[src/rtl/core/jsu_pkg.sv]
// ----------------------------------------------------------------------------
// jsu_pkg
// Shared types and constants for the JSON string unescape unit.
// ----------------------------------------------------------------------------
package jsu_pkg;

   // End-of-string status codes
   localparam logic [2:0] StatusOk    = 3'd0;
   localparam logic [2:0] StatusFrame = 3'd1;
   localparam logic [2:0] StatusCtrl  = 3'd2;
   localparam logic [2:0] StatusEsc   = 3'd3;
   localparam logic [2:0] StatusHex   = 3'd4;
   localparam logic [2:0] StatusSurr  = 3'd5;
   localparam logic [2:0] StatusTrunc = 3'd6;

   // Work queue between the decoder and the emitter
   localparam int QueueDepth = 4;
   localparam int QueuePtrW  = $clog2(QueueDepth);
   localparam int QueueCntW  = $clog2(QueueDepth + 1);

   localparam int CpW = 21;

   // One unit of output work: a code point to encode, or an end status
   typedef struct packed {
      logic           is_end;
      logic [2:0]     status;
      logic [1:0]     len_m1;   // number of output bytes minus one
      logic [CpW-1:0] cp;       // code point, or raw byte in the low bits
   } task_type;

   // Output byte count minus one for a code point
   function automatic logic [1:0] utf8_len_m1(input logic [CpW-1:0] cp);
      logic [1:0] len;
      if (cp[CpW-1:7] == '0) begin
         len = 2'd0;
      end else if (cp[CpW-1:11] == '0) begin
         len = 2'd1;
      end else if (cp[CpW-1:16] == '0) begin
         len = 2'd2;
      end else begin
         len = 2'd3;
      end
      return len;
   endfunction

endpackage

[src/rtl/core/jsu_front.sv]
// ----------------------------------------------------------------------------
// jsu_front
// Decoder: tracks framing and escape state, taking one request byte per cycle
// unless the work queue is full, and posts code points and end statuses there.
// ----------------------------------------------------------------------------
module jsu_front (
   input  logic               clock,
   input  logic               reset,
   input  logic               req_valid,
   output logic               req_ready,
   input  logic [7:0]         req_in_byte,
   input  logic               req_first_of_string,
   input  logic               req_last_of_string,
   input  logic               q_full,
   output logic               q_push,
   output jsu_pkg::task_type  q_task
);

   localparam logic [2:0] PhIdle  = 3'd0;
   localparam logic [2:0] PhEsc   = 3'd1;
   localparam logic [2:0] PhHex1  = 3'd2;
   localparam logic [2:0] PhLowBs = 3'd3;
   localparam logic [2:0] PhLowU  = 3'd4;
   localparam logic [2:0] PhHex2  = 3'd5;

   logic [2:0]  phase_ff, phase_in;
   logic [15:0] acc_ff, acc_in;
   logic [2:0]  digits_ff, digits_in;
   logic [9:0]  hs_ff, hs_in;
   logic [2:0]  err_ff, err_in;
   logic        opened_ff, opened_in;

   logic        accept;
   logic [7:0]  b;
   logic [4:0]  hex_d;       // bit 4 flags a non-hex byte
   logic [15:0] acc_next;
   logic [2:0]  digits_next;
   logic        esc_ok;
   logic [7:0]  esc_val;
   logic [2:0]  end_status;
   logic [jsu_pkg::CpW-1:0] push_cp;
   logic        push_raw;    // raw content byte, passed through as one byte

   assign req_ready = !q_full;
   assign accept    = req_valid && req_ready;
   assign b         = req_in_byte;

   // Decode hex digit
   always_comb begin
      if (b >= 8'h30 && b <= 8'h39) begin
         hex_d = {1'b0, b[3:0]};
      end else if ((b >= 8'h61 && b <= 8'h66) || (b >= 8'h41 && b <= 8'h46)) begin
         hex_d = {1'b0, b[3:0] + 4'd9};
      end else begin
         hex_d = 5'h10;
      end
   end

   assign acc_next    = {acc_ff[11:0], hex_d[3:0]};
   assign digits_next = digits_ff - 3'd1;

   // Map single-character escapes
   always_comb begin
      esc_ok  = 1'b1;
      esc_val = b;
      unique case (b)
         8'h22, 8'h5C, 8'h2F: esc_val = b;
         8'h62: esc_val = 8'h08;
         8'h66: esc_val = 8'h0C;
         8'h6E: esc_val = 8'h0A;
         8'h72: esc_val = 8'h0D;
         8'h74: esc_val = 8'h09;
         default: esc_ok = 1'b0;
      endcase
   end

   // Pick the closing status, framing first
   always_comb begin
      if (!opened_ff || b != 8'h22) begin
         end_status = jsu_pkg::StatusFrame;
      end else if (err_ff != jsu_pkg::StatusOk) begin
         end_status = err_ff;
      end else if (phase_ff != PhIdle) begin
         end_status = jsu_pkg::StatusTrunc;
      end else begin
         end_status = jsu_pkg::StatusOk;
      end
   end

   // Advance the escape state machine
   always_comb begin
      phase_in  = phase_ff;
      acc_in    = acc_ff;
      digits_in = digits_ff;
      hs_in     = hs_ff;
      err_in    = err_ff;
      opened_in = opened_ff;
      q_push    = 1'b0;
      push_cp   = '0;
      push_raw  = 1'b0;
      q_task    = '0;

      if (accept) begin
         if (req_first_of_string) begin
            phase_in  = PhIdle;
            acc_in    = '0;
            digits_in = '0;
            hs_in     = '0;
            err_in    = jsu_pkg::StatusOk;
            opened_in = (b == 8'h22) && !req_last_of_string;
            if (req_last_of_string) begin
               q_push        = 1'b1;
               q_task.is_end = 1'b1;
               q_task.status = jsu_pkg::StatusFrame;
            end
         end else if (req_last_of_string) begin
            q_push        = 1'b1;
            q_task.is_end = 1'b1;
            q_task.status = end_status;
            phase_in      = PhIdle;
            acc_in        = '0;
            digits_in     = '0;
            hs_in         = '0;
            err_in        = jsu_pkg::StatusOk;
            opened_in     = 1'b0;
         end else if (opened_ff && err_ff == jsu_pkg::StatusOk) begin
            unique case (phase_ff)
               PhEsc: begin
                  if (b == 8'h75) begin
                     phase_in  = PhHex1;
                     acc_in    = '0;
                     digits_in = 3'd4;
                  end else if (esc_ok) begin
                     phase_in = PhIdle;
                     q_push   = 1'b1;
                     push_cp  = {13'd0, esc_val};
                  end else begin
                     err_in    = jsu_pkg::StatusEsc;
                     phase_in  = PhIdle;
                     digits_in = '0;
                  end
               end
               PhHex1, PhHex2: begin
                  if (hex_d[4]) begin
                     err_in    = jsu_pkg::StatusHex;
                     phase_in  = PhIdle;
                     digits_in = '0;
                  end else begin
                     acc_in    = acc_next;
                     digits_in = digits_next;
                     if (digits_next == 3'd0) begin
                        if (phase_ff == PhHex1) begin
                           if (acc_next[15:10] == 6'b110110) begin
                              hs_in    = acc_next[9:0];
                              phase_in = PhLowBs;
                           end else if (acc_next[15:10] == 6'b110111) begin
                              err_in   = jsu_pkg::StatusSurr;
                              phase_in = PhIdle;
                           end else begin
                              phase_in = PhIdle;
                              q_push   = 1'b1;
                              push_cp  = {5'd0, acc_next};
                           end
                        end else begin
                           if (acc_next[15:10] != 6'b110111) begin
                              err_in   = jsu_pkg::StatusSurr;
                              phase_in = PhIdle;
                           end else begin
                              phase_in = PhIdle;
                              q_push   = 1'b1;
                              push_cp  = 21'h10000 + {1'b0, hs_ff, acc_next[9:0]};
                           end
                        end
                     end
                  end
               end
               PhLowBs: begin
                  if (b != 8'h5C) begin
                     err_in    = jsu_pkg::StatusSurr;
                     phase_in  = PhIdle;
                     digits_in = '0;
                  end else begin
                     phase_in = PhLowU;
                  end
               end
               PhLowU: begin
                  if (b != 8'h75) begin
                     err_in    = jsu_pkg::StatusSurr;
                     phase_in  = PhIdle;
                     digits_in = '0;
                  end else begin
                     phase_in  = PhHex2;
                     acc_in    = '0;
                     digits_in = 3'd4;
                  end
               end
               default: begin
                  phase_in = PhIdle;
                  if (b < 8'h20 || b == 8'h22) begin
                     err_in    = jsu_pkg::StatusCtrl;
                     digits_in = '0;
                  end else if (b == 8'h5C) begin
                     phase_in = PhEsc;
                  end else begin
                     q_push   = 1'b1;
                     push_raw = 1'b1;
                     push_cp  = {13'd0, b};
                  end
               end
            endcase
            // Raw bytes pass through as one byte; code points get UTF-8 length
            if (q_push) begin
               q_task.cp     = push_cp;
               q_task.len_m1 = push_raw ? 2'd0 : jsu_pkg::utf8_len_m1(push_cp);
            end
         end
      end
   end

   // Hold per-string state
   always_ff @(posedge clock) begin
      if (reset) begin
         phase_ff  <= PhIdle;
         acc_ff    <= '0;
         digits_ff <= '0;
         hs_ff     <= '0;
         err_ff    <= jsu_pkg::StatusOk;
         opened_ff <= 1'b0;
      end else begin
         phase_ff  <= phase_in;
         acc_ff    <= acc_in;
         digits_ff <= digits_in;
         hs_ff     <= hs_in;
         err_ff    <= err_in;
         opened_ff <= opened_in;
      end
   end

`ifndef SYNTH
   a_hex_digits: assert property (@(posedge clock) disable iff (reset)
      (phase_ff == PhHex1 || phase_ff == PhHex2) |-> digits_ff != 3'd0)
      else $error("hex phase with no digits left");
   a_err_idle: assert property (@(posedge clock) disable iff (reset)
      (err_ff != jsu_pkg::StatusOk) |-> phase_ff == PhIdle)
      else $error("escape in progress after error");
   a_no_data_after_err: assert property (@(posedge clock) disable iff (reset)
      (q_push && !req_first_of_string && !req_last_of_string)
         |-> (opened_ff && err_ff == jsu_pkg::StatusOk))
      else $error("data posted outside a valid string");
`endif

endmodule

[src/rtl/core/jsu_queue.sv]
// ----------------------------------------------------------------------------
// jsu_queue
// Short FIFO of decoded work between the decoder and the emitter.
// ----------------------------------------------------------------------------
module jsu_queue (
   input  logic               clock,
   input  logic               reset,
   input  logic               push,
   input  jsu_pkg::task_type  push_task,
   input  logic               pop,
   output jsu_pkg::task_type  head_task,
   output logic               empty,
   output logic               full
);

   jsu_pkg::task_type entry_ff [jsu_pkg::QueueDepth];

   logic [jsu_pkg::QueuePtrW-1:0] wr_ptr_ff, wr_ptr_in;
   logic [jsu_pkg::QueuePtrW-1:0] rd_ptr_ff, rd_ptr_in;
   logic [jsu_pkg::QueueCntW-1:0] count_ff, count_in;

   assign empty     = (count_ff == '0);
   assign full      = (count_ff == jsu_pkg::QueueCntW'(jsu_pkg::QueueDepth));
   assign head_task = entry_ff[rd_ptr_ff];

   // Advance pointers and occupancy
   always_comb begin
      wr_ptr_in = push ? wr_ptr_ff + 1'b1 : wr_ptr_ff;
      rd_ptr_in = pop  ? rd_ptr_ff + 1'b1 : rd_ptr_ff;
      count_in  = count_ff;
      if (push && !pop) begin
         count_in = count_ff + 1'b1;
      end else if (pop && !push) begin
         count_in = count_ff - 1'b1;
      end
   end

   always_ff @(posedge clock) begin
      if (reset) begin
         wr_ptr_ff <= '0;
         rd_ptr_ff <= '0;
         count_ff  <= '0;
      end else begin
         wr_ptr_ff <= wr_ptr_in;
         rd_ptr_ff <= rd_ptr_in;
         count_ff  <= count_in;
      end
   end

   // Store pushed work
   always_ff @(posedge clock) begin
      if (push) begin
         entry_ff[wr_ptr_ff] <= push_task;
      end
   end

`ifndef SYNTH
   a_no_overflow: assert property (@(posedge clock) disable iff (reset)
      full |-> !push)
      else $error("push into full queue");
   a_no_underflow: assert property (@(posedge clock) disable iff (reset)
      empty |-> !pop)
      else $error("pop from empty queue");
   a_ptr_count: assert property (@(posedge clock) disable iff (reset)
      (count_ff != '0 && !full) |->
         (wr_ptr_ff != rd_ptr_ff))
      else $error("pointers disagree with occupancy");
`endif

endmodule

[src/rtl/core/jsu_back.sv]
// ----------------------------------------------------------------------------
// jsu_back
// Emitter: expands queued work into UTF-8 bytes and end results, one per
// cycle when not stalled by rsp_ready, through a registered output stage.
// ----------------------------------------------------------------------------
module jsu_back (
   input  logic               clock,
   input  logic               reset,
   input  jsu_pkg::task_type  head_task,
   input  logic               q_empty,
   output logic               q_pop,
   output logic               rsp_valid,
   input  logic               rsp_ready,
   output logic [7:0]         rsp_out_byte,
   output logic               rsp_end_of_string,
   output logic [2:0]         rsp_status_code,
   output logic               rsp_last_of_run
);

   logic [1:0] idx_ff, idx_in;
   logic       valid_ff, valid_in;
   logic [7:0] byte_ff;
   logic       end_ff;
   logic [2:0] status_ff;
   logic       last_ff;

   logic       out_load;
   logic       emit;
   logic       is_last;
   logic [1:0] grp;
   logic [5:0] cont_bits;
   logic [7:0] lead_byte;
   logic [7:0] cur_byte;

   assign out_load = !valid_ff || rsp_ready;
   assign emit     = out_load && !q_empty;
   assign is_last  = (idx_ff == head_task.len_m1);
   assign q_pop    = emit && is_last;
   assign grp      = head_task.len_m1 - idx_ff;

   // Select the continuation group
   always_comb begin
      case (grp)
         2'd0:    cont_bits = head_task.cp[5:0];
         2'd1:    cont_bits = head_task.cp[11:6];
         default: cont_bits = head_task.cp[17:12];
      endcase
   end

   // Build the lead byte
   always_comb begin
      case (head_task.len_m1)
         2'd0:    lead_byte = head_task.cp[7:0];
         2'd1:    lead_byte = {3'b110, head_task.cp[10:6]};
         2'd2:    lead_byte = {4'b1110, head_task.cp[15:12]};
         default: lead_byte = {5'b11110, head_task.cp[20:18]};
      endcase
   end

   assign cur_byte = (idx_ff == 2'd0) ? lead_byte : {2'b10, cont_bits};

   // Advance byte index and output valid
   always_comb begin
      idx_in   = idx_ff;
      valid_in = valid_ff;
      if (emit) begin
         idx_in   = is_last ? 2'd0 : idx_ff + 2'd1;
         valid_in = 1'b1;
      end else if (rsp_ready) begin
         valid_in = 1'b0;
      end
   end

   always_ff @(posedge clock) begin
      if (reset) begin
         idx_ff   <= '0;
         valid_ff <= 1'b0;
      end else begin
         idx_ff   <= idx_in;
         valid_ff <= valid_in;
      end
   end

   // Load the output register
   always_ff @(posedge clock) begin
      if (emit) begin
         byte_ff   <= cur_byte;
         end_ff    <= head_task.is_end;
         status_ff <= head_task.status;
         last_ff   <= is_last;
      end
   end

   assign rsp_valid         = valid_ff;
   assign rsp_out_byte      = byte_ff;
   assign rsp_end_of_string = end_ff;
   assign rsp_status_code   = status_ff;
   assign rsp_last_of_run   = last_ff;

`ifndef SYNTH
   a_idx_in_range: assert property (@(posedge clock) disable iff (reset)
      !q_empty |-> idx_ff <= head_task.len_m1)
      else $error("byte index past code point length");
   a_mid_run_head: assert property (@(posedge clock) disable iff (reset)
      idx_ff != 2'd0 |-> !q_empty)
      else $error("partial run with no queued work");
   a_end_single: assert property (@(posedge clock) disable iff (reset)
      (valid_ff && end_ff) |-> (last_ff && byte_ff == 8'h00))
      else $error("malformed end result");
`endif

endmodule

[src/rtl/core/json_string_unescape_unit.sv]
// ----------------------------------------------------------------------------
// json_string_unescape_unit
// Streaming JSON string unescaper: decodes escapes, joins surrogate pairs,
// emits UTF-8 bytes and one end result with a status per string.
// ----------------------------------------------------------------------------
//   channel  | direction | handshake            | payload
//   req      | in        | req_valid/req_ready  | byte, first and last marks
//   rsp      | out       | rsp_valid/rsp_ready  | byte, end mark, status, run end
//
// The decoder takes one request byte per cycle while the queue has room; each
// byte posts at most one work entry to a four-deep queue. The emitter drains
// one byte per cycle unless rsp_ready stalls; each entry pops on its last byte.
// req_ready drops only when the queue is full; the output register holds a
// result until rsp_ready. Synchronous reset clears string state, the queue
// and the output valid; no clearing pass is needed.
// ----------------------------------------------------------------------------
module json_string_unescape_unit (
   input  logic       clock,
   input  logic       reset,
   input  logic       req_valid,
   output logic       req_ready,
   input  logic [7:0] req_in_byte,
   input  logic       req_first_of_string,
   input  logic       req_last_of_string,
   output logic       rsp_valid,
   input  logic       rsp_ready,
   output logic [7:0] rsp_out_byte,
   output logic       rsp_end_of_string,
   output logic [2:0] rsp_status_code,
   output logic       rsp_last_of_run
);

   jsu_pkg::task_type push_task;
   jsu_pkg::task_type head_task;
   logic              q_push;
   logic              q_pop;
   logic              q_empty;
   logic              q_full;

   jsu_front u_front (
      .clock               (clock),
      .reset               (reset),
      .req_valid           (req_valid),
      .req_ready           (req_ready),
      .req_in_byte         (req_in_byte),
      .req_first_of_string (req_first_of_string),
      .req_last_of_string  (req_last_of_string),
      .q_full              (q_full),
      .q_push              (q_push),
      .q_task              (push_task)
   );

   jsu_queue u_queue (
      .clock     (clock),
      .reset     (reset),
      .push      (q_push),
      .push_task (push_task),
      .pop       (q_pop),
      .head_task (head_task),
      .empty     (q_empty),
      .full      (q_full)
   );

   jsu_back u_back (
      .clock             (clock),
      .reset             (reset),
      .head_task         (head_task),
      .q_empty           (q_empty),
      .q_pop             (q_pop),
      .rsp_valid         (rsp_valid),
      .rsp_ready         (rsp_ready),
      .rsp_out_byte      (rsp_out_byte),
      .rsp_end_of_string (rsp_end_of_string),
      .rsp_status_code   (rsp_status_code),
      .rsp_last_of_run   (rsp_last_of_run)
   );

endmodule
[config.mk]
export PLATFORM = sky130hd
export DESIGN_NAME = json_string_unescape_unit
export DESIGN_NICKNAME = d
export VERILOG_FILES = /design/src/rtl/core/jsu_pkg.sv /design/src/rtl/core/jsu_front.sv /design/src/rtl/core/jsu_queue.sv /design/src/rtl/core/jsu_back.sv /design/src/rtl/core/json_string_unescape_unit.sv
export SDC_FILE = /design/constraint.sdc
export NUM_CORES = 1
export LEC_CHECK = 0
export ABC_AREA = 1
export BUFFER_PORTS_ARGS = -buffer_cell sky130_fd_sc_hd__buf_2
export CORE_UTILIZATION = 45
export CTS_BUF_LIST = sky130_fd_sc_hd__clkbuf_4 sky130_fd_sc_hd__clkbuf_8
export DETAILED_ROUTE_END_ITERATION = 8
export GPL_TIMING_DRIVEN = 0
export SLEW_MARGIN = 15
export SYNTH_ARGS = -nofsm -noshare
export SYNTH_HDL_FRONTEND = slang
export SYNTH_SLANG_ARGS = --single-unit
[constraint.sdc]
create_clock -name clock -period 4.34 [get_ports clock]
set_clock_uncertainty 0.15 [all_clocks]
set_input_delay 0.868 -clock clock [delete_from_list [all_inputs] [get_ports clock]]
set_output_delay 0.868 -clock clock [all_outputs]
set_load 0.1 [all_outputs]
==> results_dict.tcl, run 1 <==
set metrics [dict create \
    detail_route.wl_per_cell_microns 17.2 \
    place_ws_ps -49.9 \
    postPlaceCellArea_sq_um 9120 \
    worstSetupEndpointType "flop" \
    result_of_the_run "completed" \
    number_of_buffers_inserted_by_hold_repair_at_cts 0 \
    top_level_ports 29 \
    worst_slew_pin_slew_ps 698 \
    min_period_ps 3890 \
    iteration_0_drc_markers 496 \
    avgViaCountPerCell 5.38 \
    grt_util_all_layers 0.229 \
    maxSlewHeadroom 0.534 \
    ys_seq_area_frac 0.528 \
    syn_to_final_growth_pct 10.6 \
    cts-htree-levels 4 \
    number_of_flip_flops_and_latches_in_the_synthesized_netlist 165 \
    dpl.hpwl_microns 16100 \
    drv.max_cap_violation_count 0 \
    number_of_inserted_filler_cells_in_the_final_layout 1761 \
    cts_sinks 165 \
    power-per-cell-area_nw_per_um2 538 \
    post-route-cell-area_sq_um 9470 \
    met3WireLength_microns 920 \
    cts_inserted_buffers 17 \
    fin_crit_sh 0.897 \
    number_of_buffers_inserted_by_post_cts_setup_repair 0 \
    drive_above_1_share 0.143 \
    wl_met2_microns 10500 \
    cts_root_buffer "sky130_fd_sc_hd__clkbuf_8" \
    antennaDiodeCount 0 \
    number_of_cells_produced_by_synthesis 964 \
    fin_util 0.508 \
    synth_async_sr_flop_share 0 \
    drc 0 \
    num-nets-final 1042 \
    design.core.area_sq_um 18600 \
    fp.dieH_microns 140 \
    count_of_final_max_slew_check_failures 0 \
    maximum_number_of_pins_on_one_net_before_global_route_repair 22 \
    final-setup-viol-count 0 \
    arrival_ps 4090 \
    worst_setup_path_start_kind "flop" \
    synth-edff-count 121 \
    synth.avg_cell_area_sq_um 8.88 \
    gr-total-overflow 0 \
    ir_drop_uv 205 \
    effective_utilization_at_floorplan 0.459 \
    grt_pass1_wl_microns 34000 \
    detail_route.wirelength.met1_microns 9880 \
    die_area_sq_um 19600 \
    synth_cell_type_count 54 \
    placement.io_buffers 25 \
    drt-pass1-iter-count 5 \
    cellLeakagePower_uw 0.00375 \
    routabilityCongestion 0.966 \
    initial_antenna_violation_count 0 \
    synthFlopType "sky130_fd_sc_hd__edfxtp_1" \
    antenna_violating_nets_post_route 0 \
    worst-setup-path-type "reg2reg" \
    worst-path-max-fanout 27 \
    crit_path_slowest_cell "sky130_fd_sc_hd__fa_1" \
    holdCritPathClass "reg2reg" \
    worst_ep_required_time_ps 4540 \
    top_signal_layer_used "met4" \
    cts_max_path_buffers 2 \
    numPlacedInstances 1228 \
    fin_cells 1256 \
    count_of_standard_cell_rows 50 \
    synthesis.area_sq_um 8560 \
    timing.final.hold_violations 0 \
    rsz0062_at_grt "no" \
    grt_pass1_vias 6400 \
    synth.yosys.warnings 0 \
    critical_path.max_stage_delay_ps 440 \
    via_count_of_the_routed_design 6755 \
    tritoncts "done" \
    clock_insertion_delay_worst_skew_ps 470 \
    worst_setup_slack_final_ps 449 \
    final_routed_wirelength_microns 21600 \
    critical_path.cell_chain "buf_2, inv_2, nand2_1, a32oi_1, inv_1, ha_1, buf_2, nand2_1, inv_1, nand2_1, ha_1, inv_1, fa_1, a21oi_1, o21ai_0, o21ai_0, a21oi_1" \
    worst_setup_hold_path_clk_slew_ps 80 \
    synthesis.nets 997 \
    die_x_microns 140 \
    fmaxAchievable_mhz 257 \
]
==> through the flow <==
step	power, uW	hold WS, ps	TNS, ps
final	5090	323	0
after global routing	5370	334	0
after CTS	5110	321	0
after detailed placement	4100	310	-49.9
after global placement	4050	302	-75290
after floorplan	3580	280	0
==> cells by family after synthesis <==
group           after synthesis  synth area share
fa+ha+maj                    19            0.0287
compound gates              195             0.128
flops                       165             0.528
buf+inv                     129            0.0641
xor+xnor                      5           0.00512
simple gates                451             0.246
==> worst max-delay path: cells and delay by family (launching register included) <==
| family | cells | cell delay, ps |
|---|---|---|
| buffers and inverters | 6 | 1160 |
| adder cells (fa/ha/maj) | 3 | 920 |
| AO/OA/AOI/OAI | 5 | 840 |
| AND/OR/NAND/NOR | 3 | 400 |
| flip-flops | 1 | 310 |
==> repair_timing <==
action	in CTS	in global routing
hold endpoints to repair	0	0
resized for setup	0	4
setup endpoints to repair	1	2
==> metal layers <==
metal	vias up	global-route usage
met5	-	0
met4	0	0.0735
met3	23	0.0344
met2	174	0.391
met1	3187	0.300
li1	3371	-
==> state kept, by name, indices dropped and copies added, names as in the netlist, named ones only <==
signal                    flops
u_back.idx_ff                 2
u_back.rsp_end_of_string      1
u_back.rsp_last_of_run        1
u_back.rsp_out_byte           8
u_back.rsp_status_code        3
u_back.rsp_valid              1
u_front.acc_ff               12
u_front.digits_ff             3
u_front.err_ff                3
u_front.hs_ff                10
u_front.opened_ff             1
u_front.phase_ff              3
u_queue.count_ff              3
u_queue.entry_ff            108
u_queue.rd_ptr_ff             2
u_queue.wr_ptr_ff             2
==> placed cells by master (no fill, tap or decap), drive strengths merged, types with 2 or more instances in the layout <==
master,n
o21a,2
buf,47
nor2,157
clkinvlp,3
edfxtp,121
xor2,5
a211oi,2
a21oi,59
and3,3
clkinv,4
dfxtp,44
o221ai,3
o21ai,93
ha,18
nand3b,2
nand4,9
inv,99
nor3,11
nand2,188
nand3,78
clkbuf,34
a31oi,4
o22ai,26
==> synth_stat cells (2+ instances only) <==
cell type,n,area [sq um]
sky130_fd_sc_hd__nor2_2,5,31.3
sky130_fd_sc_hd__xor2_1,5,43.8
sky130_fd_sc_hd__o221ai_1,3,26.3
sky130_fd_sc_hd__ha_1,18,225
sky130_fd_sc_hd__o21ai_1,2,10.0
sky130_fd_sc_hd__and3_1,3,18.8
sky130_fd_sc_hd__nand2_1,173,649
sky130_fd_sc_hd__nor3_1,5,25.0
sky130_fd_sc_hd__dfxtp_1,44,881
sky130_fd_sc_hd__o21ai_0,88,440
sky130_fd_sc_hd__clkbuf_1,18,67.6
sky130_fd_sc_hd__a21oi_1,56,280
sky130_fd_sc_hd__nand3b_1,2,15.0
sky130_fd_sc_hd__nand3_1,71,355
sky130_fd_sc_hd__o22ai_1,26,163
sky130_fd_sc_hd__a21oi_2,2,17.5
sky130_fd_sc_hd__inv_1,79,297
sky130_fd_sc_hd__nor2_1,147,552
sky130_fd_sc_hd__nor2_4,4,45.0
sky130_fd_sc_hd__o21ai_2,2,17.5
sky130_fd_sc_hd__nand4_1,8,50.1
sky130_fd_sc_hd__edfxtp_1,121,3630
sky130_fd_sc_hd__nand2_4,3,33.8
sky130_fd_sc_hd__nand2_2,10,62.6
sky130_fd_sc_hd__nand3_2,3,30.0
sky130_fd_sc_hd__o21a_1,2,15.0
sky130_fd_sc_hd__nor3_2,5,50.1
sky130_fd_sc_hd__buf_2,9,45.0
sky130_fd_sc_hd__nand2_8,2,40.0
sky130_fd_sc_hd__buf_6,5,56.3
sky130_fd_sc_hd__nand3_4,4,70.1
sky130_fd_sc_hd__a31oi_1,4,25.0
sky130_fd_sc_hd__inv_2,13,48.8
sky130_fd_sc_hd__buf_4,2,15.0
==> path summary, 6_finish.rpt <==
path | to | slack [ps] | depth (start not counted) | startpoint
worst max-delay path | u_queue.count_ff[2]$_SDFFE_PP0P_ | 450 | 17 | flop
worst min-delay path | u_front.err_ff[1]$_SDFFE_PP0P_ | 320 | 2 | u_front.err_ff[1]$_SDFFE_PP0P_
worst max register to register | u_queue.count_ff[2]$_SDFFE_PP0P_ | 450 | 17 | flop
worst min register to register | u_front.err_ff[1]$_SDFFE_PP0P_ | 320 | 2 | u_front.err_ff[1]$_SDFFE_PP0P_
==> cell type report <==
| class | instances | area, sq um | share of cell area |
|---|---|---|---|
| sequential | 165 | 4510 | 0.477 |
| multi-input combinational | 670 | 3530 | 0.373 |
| inverter | 94 | 360 | 0.0381 |
| tap | 234 | 293 | 0.0309 |
| clock buffer | 20 | 263 | 0.0278 |
| timing repair buffer | 30 | 231 | 0.0245 |
| buffer | 31 | 175 | 0.0185 |
| clock inverter | 12 | 98.8 | 0.0104 |
==> report_power, final <==
| group | internal [uW] | switching [uW] | total, uW |
|---|---|---|---|
| registers | 1920 | 68.1 | 1990 |
| clock network | 435 | 597 | 1030 |
| logic | 502 | 1570 | 2070 |
| total | 2860 | 2230 | 5090 |
No activity file was read; power rests on OpenSTA's default activity.
==> run 2, diff against run 1 <==
--- a/config.mk
+++ b/config.mk
@@ -7,7 +7,7 @@
 export LEC_CHECK = 0
 export ABC_AREA = 1
 export BUFFER_PORTS_ARGS = -buffer_cell sky130_fd_sc_hd__buf_2
-export CORE_UTILIZATION = 45
+export CORE_UTILIZATION = 42
 export CTS_BUF_LIST = sky130_fd_sc_hd__clkbuf_4 sky130_fd_sc_hd__clkbuf_8
 export DETAILED_ROUTE_END_ITERATION = 8
 export GPL_TIMING_DRIVEN = 0
==> results_dict.tcl, run 2 (synthesis gave the netlist of run 1 again) <==
set metrics [dict create \
    design.core.area_sq_um 19700 \
    clock_insertion_delay_worst_skew_ps 470 \
    cts_inserted_buffers 17 \
    place_ws_ps -56.3 \
    worst_ep_required_time_ps 4540 \
    post-route-cell-area_sq_um 9550 \
    effective_utilization_at_floorplan 0.434 \
    antennaDiodeCount 0 \
    number_of_buffers_inserted_by_post_cts_setup_repair 0 \
    rsz0062_at_grt "no" \
    detail_route.wl_per_cell_microns 16.8 \
    tritoncts "done" \
    dpl.hpwl_microns 16000 \
    fin_crit_sh 0.910 \
    leading_cell_types_in_the_layout_fill_and_taps_excluded "sky130_fd_sc_hd__nand2_1, sky130_fd_sc_hd__nor2_1, sky130_fd_sc_hd__edfxtp_1" \
    postPlaceCellArea_sq_um 9160 \
    power-per-cell-area_nw_per_um2 547 \
    numPlacedInstances 1259 \
    number_of_inserted_filler_cells_in_the_final_layout 1879 \
    result_of_the_run "completed" \
    cts_sinks 165 \
    footprint_of_the_flip_flops_and_latches_sq_um 4510 \
    tns_ps 0 \
    crit_top_cell "sky130_fd_sc_hd__inv_1" \
    holdCritPathClass "reg2reg" \
    top_level_ports 29 \
    total_area_of_multi_input_combinational_cells_sq_um 3530 \
    mostFrequentLayoutCell "sky130_fd_sc_hd__nand2_1" \
    maxSlewHeadroom 0.571 \
    cts-htree-levels 4 \
    worst-path-max-fanout 11 \
    largest_reg_flops 108 \
    worst-setup-path-type "reg2reg" \
    cts_max_path_buffers 2 \
    antenna_violating_nets_post_route 0 \
    worst_setup_slack_final_ps 393 \
    seq_power_share 0.380 \
    crit_path_slowest_cell "sky130_fd_sc_hd__fa_1" \
    drc 0 \
    grt_pass1_vias 6287 \
    critical_path.cell_chain "inv_1, clkbuf_2, a21oi_1, a32oi_1, inv_1, ha_1, buf_2, nand2_1, inv_1, nand2_1, ha_1, inv_1, fa_1, a21oi_1, o21ai_0, o21ai_0, a21oi_1" \
    gr-total-overflow 0 \
    maximum_number_of_pins_on_one_net_before_global_route_repair 23 \
    drive_above_1_share 0.142 \
    count_of_final_max_slew_check_failures 0 \
    power_frac_comb 0.400 \
    final-setup-viol-count 0 \
    net-switching-power_uw 2270 \
    timing.final.hold_violations 0 \
    cellLeakagePower_uw 0.00377 \
    die_area_sq_um 20900 \
    via_count_of_the_routed_design 6785 \
    worst_setup_hold_path_clk_slew_ps 80 \
    avgViaCountPerCell 5.27 \
    die_x_microns 145 \
    regMostFlops "u_queue.entry_ff" \
    switching_part_of_the_total 0.434 \
    final_routed_wirelength_microns 21600 \
    initial_antenna_violation_count 0 \
    internal-power_uw 2960 \
    worst_slew_pin_slew_ps 642 \
    placement.io_buffers 25 \
    worstSetupEndpointType "flop" \
    min_period_ps 3950 \
    largest_registers "u_queue.entry_ff: 108 flops, u_front.acc_ff: 12 flops, u_front.hs_ff: 10 flops" \
    drt-pass1-iter-count 5 \
    grt_util_all_layers 0.218 \
    cts_root_buffer "sky130_fd_sc_hd__clkbuf_8" \
    routabilityCongestion 0.956 \
    iteration_0_drc_markers 502 \
    hold_slack_ps 318 \
    fmaxAchievable_mhz 253 \
    num-nets-final 1042 \
    number_of_buffers_inserted_by_hold_repair_at_cts 0 \
    critical_path.max_stage_delay_ps 440 \
    fin_cells 1287 \
    arrival_ps 4150 \
    worst_setup_path_start_kind "flop" \
    ir_drop_uv 254 \
    count_of_standard_cell_rows 51 \
    clock_power_share 0.221 \
    grt_pass1_wl_microns 33700 \
    drv.max_cap_violation_count 0 \
    syn_to_final_growth_pct 11.6 \
    fp.dieH_microns 145 \
]
-- run 2: changes by cell type in the layout (fill, tap and decap cells not counted), sizes merged --
cell / delta
bufinv: +2
clkbuf: -2
clkinvlp: -1
inv: +1
-- run 2: final timing paths --
check | end | slack (ps) | from | depth (start not counted)
max | u_queue.count_ff[2]$_SDFFE_PP0P_ | 390 | flop | 17
min | u_front.err_ff[1]$_SDFFE_PP0P_ | 320 | u_front.err_ff[1]$_SDFFE_PP0P_ | 2
min reg2reg | u_front.err_ff[1]$_SDFFE_PP0P_ | 320 | u_front.err_ff[1]$_SDFFE_PP0P_ | 2
max reg2reg | u_queue.count_ff[2]$_SDFFE_PP0P_ | 390 | flop | 17
-- run 2: cell type report --
class	count	area share
Sequential cell	165	0.473
Clock buffer	18	0.0253
Multi-Input combinational cell	670	0.370
Timing Repair Buffer	30	0.0242
Buffer	31	0.0186
Tap cell	265	0.0347
Inverter	94	0.0377
Clock inverter	14	0.0173
-- run 2: metrics by stage --
| step | util | power (uW) |
|---|---|---|
| after floorplan | - | 3580 |
| after CTS | 0.485 | 5240 |
| final | 0.484 | 5220 |
| after global placement | 0.457 | 4050 |
| after detailed placement | 0.464 | 4100 |
| after global routing | 0.484 | 5530 |
-- run 2: critical path: cells and delay by family, from the launching register on --
kind                       cells  cell delay, ps
DFF                            1             400
buffers and inverters          6            1120
adders and majority gates      3             930
AOI/OAI and AO/OA              6             930
and+or+nand+nor                2             290
-- run 2: what timing repair did --
item,CTS,global route
setup endpoints to repair,1,2
resized for setup,1,4
pin swaps,0,0
-- run 2: routing by layer --
layer,global-route usage,wire (microns)
met5,0,0
met4,0.0820,561
met3,0.0378,980
met2,0.367,10300
met1,0.281,9820
-- run 2: power by group through the flow --
stage / logic [uW] / clock network, uW / registers (uW)
2_1_floorplan: 1070 / 0 / 2510
3_3_place_gp: 2020 / 0 / 2030
3_5_place_dp: 2080 / 0 / 2020
4_1_cts: 2090 / 1170 / 1990
5_1_grt: 2290 / 1230 / 2010
6_report: 2090 / 1150 / 1980
==> run 3, diff against run 2 <==
--- a/config.mk
+++ b/config.mk
@@ -7,10 +7,13 @@
 export LEC_CHECK = 0
 export ABC_AREA = 1
 export BUFFER_PORTS_ARGS = -buffer_cell sky130_fd_sc_hd__buf_2
+export CELL_PAD_IN_SITES_DETAIL_PLACEMENT = 0
+export CELL_PAD_IN_SITES_GLOBAL_PLACEMENT = 1
 export CORE_UTILIZATION = 42
 export CTS_BUF_LIST = sky130_fd_sc_hd__clkbuf_4 sky130_fd_sc_hd__clkbuf_8
 export DETAILED_ROUTE_END_ITERATION = 8
 export GPL_TIMING_DRIVEN = 0
+export PLACE_DENSITY_LB_ADDON = 0.1
 export SLEW_MARGIN = 15
 export SYNTH_ARGS = -nofsm -noshare
 export SYNTH_HDL_FRONTEND = slang
==> results_dict.tcl, run 3 (synthesis gave the netlist of run 1 again) <==
set metrics [dict create \
    cts_sinks 165 \
    hold_path.startpoint "u_queue.rd_ptr_ff[1]$_SDFFE_PP0P_" \
    fmaxAchievable_mhz 257 \
    num-nets-final 1042 \
    drt-pass1-iter-count 5 \
    hold_path_depth 2 \
    hold_slack_ps 321 \
    clock_power_share 0.214 \
    final-setup-viol-count 0 \
    result_of_the_run "completed" \
    drive_above_1_share 0.144 \
    arrival_ps 4100 \
    regMostFlops "u_queue.entry_ff" \
    antennaDiodeCount 0 \
    syn_to_final_growth_pct 11.5 \
    holdCritPathClass "reg2reg" \
    rsz0062_at_grt "no" \
    number_of_buffers_inserted_by_hold_repair_at_cts 0 \
    totalPowerFinal_uw 5190 \
    clock_insertion_delay_worst_skew_ps 470 \
    design.core.area_sq_um 19700 \
    antenna_violating_nets_post_route 0 \
    largest_reg_flops 108 \
    die_area_sq_um 20900 \
    count_of_final_max_slew_check_failures 0 \
    fin_crit_sh 0.897 \
    min_period_ps 3890 \
    cts_inserted_buffers 17 \
    switching_part_of_the_total 0.448 \
    worst-path-max-fanout 11 \
    worstSetupEndpointType "flop" \
    mostFrequentLayoutCell "sky130_fd_sc_hd__nand2_1" \
    drc 0 \
    die_x_microns 145 \
    setup.reg_to_reg.worst_slack_ps 450 \
    post-route-cell-area_sq_um 9540 \
    power-per-cell-area_nw_per_um2 544 \
    maximum_number_of_pins_on_one_net_before_global_route_repair 24 \
    cts-htree-levels 4 \
    grt_pass1_vias 6269 \
    placement.io_buffers 25 \
    effective_utilization_at_floorplan 0.434 \
    worst_setup_hold_path_clk_slew_ps 100 \
    fp.dieH_microns 145 \
    cts_max_path_buffers 2 \
    detail_route.wl_per_cell_microns 17.8 \
    seq_power_share 0.382 \
    top_level_ports 29 \
    reg2reg_to "u_queue.count_ff[2]$_SDFFE_PP0P_" \
    cts_resized 1 \
    routabilityCongestion 0.875 \
    worst_slew_pin_slew_ps 728 \
    final_routed_wirelength_microns 22900 \
    ir_drop_uv 203 \
    worst_r2r_path_depth 17 \
    initial_antenna_violation_count 0 \
    cellLeakagePower_uw 0.00376 \
    largest_registers "u_queue.entry_ff: 108 flops, u_front.acc_ff: 12 flops, u_front.hs_ff: 10 flops" \
    count_of_standard_cell_rows 51 \
    tritoncts "done" \
    grt_pass1_wl_microns 35600 \
    worst_ep_required_time_ps 4550 \
    worst_setup_path_start_kind "flop" \
    power_frac_comb 0.404 \
    dpl.hpwl_microns 16900 \
    gr-total-overflow 0 \
    timing.final.hold_violations 0 \
    number_of_buffers_inserted_by_post_cts_setup_repair 0 \
    net-switching-power_uw 2320 \
    via_count_of_the_routed_design 6670 \
    drv.max_cap_violation_count 0 \
    internal-power_uw 2870 \
    leading_cell_types_in_the_layout_fill_and_taps_excluded "sky130_fd_sc_hd__nand2_1, sky130_fd_sc_hd__nor2_1, sky130_fd_sc_hd__edfxtp_1" \
    grt_util_all_layers 0.235 \
    maxSlewHeadroom 0.513 \
    postPlaceCellArea_sq_um 9150 \
    avgViaCountPerCell 5.18 \
    worst-setup-path-type "reg2reg" \
    cts_root_buffer "sky130_fd_sc_hd__clkbuf_8" \
    iteration_0_drc_markers 494 \
]
==> run 3: cell count changes in the layout (fill, tap and decap cells not counted) <==
cell,before,now
sky130_fd_sc_hd__buf_12,2,3
sky130_fd_sc_hd__buf_16,2,1
sky130_fd_sc_hd__bufinv_16,2,0
sky130_fd_sc_hd__clkbuf_2,1,2
sky130_fd_sc_hd__clkbuf_4,2,0
sky130_fd_sc_hd__clkbuf_8,17,18
sky130_fd_sc_hd__clkinv_1,1,0
sky130_fd_sc_hd__clkinv_4,3,0
sky130_fd_sc_hd__clkinv_8,0,3
sky130_fd_sc_hd__dfxtp_1,44,43
sky130_fd_sc_hd__dfxtp_2,0,1
sky130_fd_sc_hd__inv_6,4,6
sky130_fd_sc_hd__inv_8,3,4
==> run 3: how the worst max path moves through the flow <==
stage	startpoint	end	slack, ps	depth (start not counted)
after floorplan	req_in_byte[0]	u_queue.entry_ff[0][0]$_DFFE_PP_	630	12
after global placement	req_in_byte[0]	u_queue.entry_ff[3][2]$_DFFE_PP_	-890	13
after detailed placement	flop	u_queue.count_ff[2]$_SDFFE_PP0P_	-50	18
after CTS	flop	u_queue.count_ff[2]$_SDFFE_PP0P_	50	18
after global routing	flop	u_queue.count_ff[2]$_SDFFE_PP0P_	60	17
final	flop	u_queue.count_ff[2]$_SDFFE_PP0P_	450	17
==> run 3: worst max-delay path: stages (launching register included) <==
cell	delay [ps]
sky130_fd_sc_hd__dfxtp_2	400
sky130_fd_sc_hd__inv_1	340
sky130_fd_sc_hd__clkbuf_2	340
sky130_fd_sc_hd__a21oi_1	70
sky130_fd_sc_hd__a32oi_1	320
sky130_fd_sc_hd__inv_1	140
sky130_fd_sc_hd__ha_1	300
sky130_fd_sc_hd__buf_2	180
sky130_fd_sc_hd__nand2_1	150
sky130_fd_sc_hd__inv_1	90
sky130_fd_sc_hd__nand2_1	140
sky130_fd_sc_hd__ha_1	180
sky130_fd_sc_hd__inv_1	80
sky130_fd_sc_hd__fa_1	430
sky130_fd_sc_hd__a21oi_1	140
sky130_fd_sc_hd__o21ai_0	110
sky130_fd_sc_hd__o21ai_0	170
sky130_fd_sc_hd__a21oi_1	50
==> run 3: stage by stage <==
step	utilization	setup TNS (ps)	setup WS, ps	cells
after CTS	0.484	0	49.9	1290
after detailed placement	0.464	-52.9	-52.9	1259
after global routing	0.484	0	60.7	1287
final	0.484	0	446	1287
after global placement	0.457	-93680	-895	1254
after floorplan	-	0	634	964
==> run 3: layout make-up <==
type / count / area [sq um]
Sequential cell: 165 / 4520
Tap cell: 265 / 332
Inverter: 94 / 360
Buffer: 31 / 175
Fill cell: 1936 / 10200
Clock buffer: 18 / 248
Timing Repair Buffer: 30 / 224
Multi-Input combinational cell: 670 / 3530
Clock inverter: 14 / 153
==> run 3: metal layers <==
metal	routed length, microns	GRT usage	vias up
li1	-	-	3375
met5	0	0	-
met2	11200	0.395	137
met4	382	0.0787	0
met3	831	0.0349	20
met1	10500	0.311	3138
==> run 3: power groups by stage <==
| stage | sequential (uW) | clock, uW | combinational (uW) |
|---|---|---|---|
| 2_1_floorplan | 2510 | 0 | 1070 |
| 3_3_place_gp | 2030 | 0 | 2070 |
| 3_5_place_dp | 2020 | 0 | 2110 |
| 4_1_cts | 1990 | 1130 | 2110 |
| 5_1_grt | 2010 | 1190 | 2320 |
| 6_report | 1980 | 1110 | 2100 |
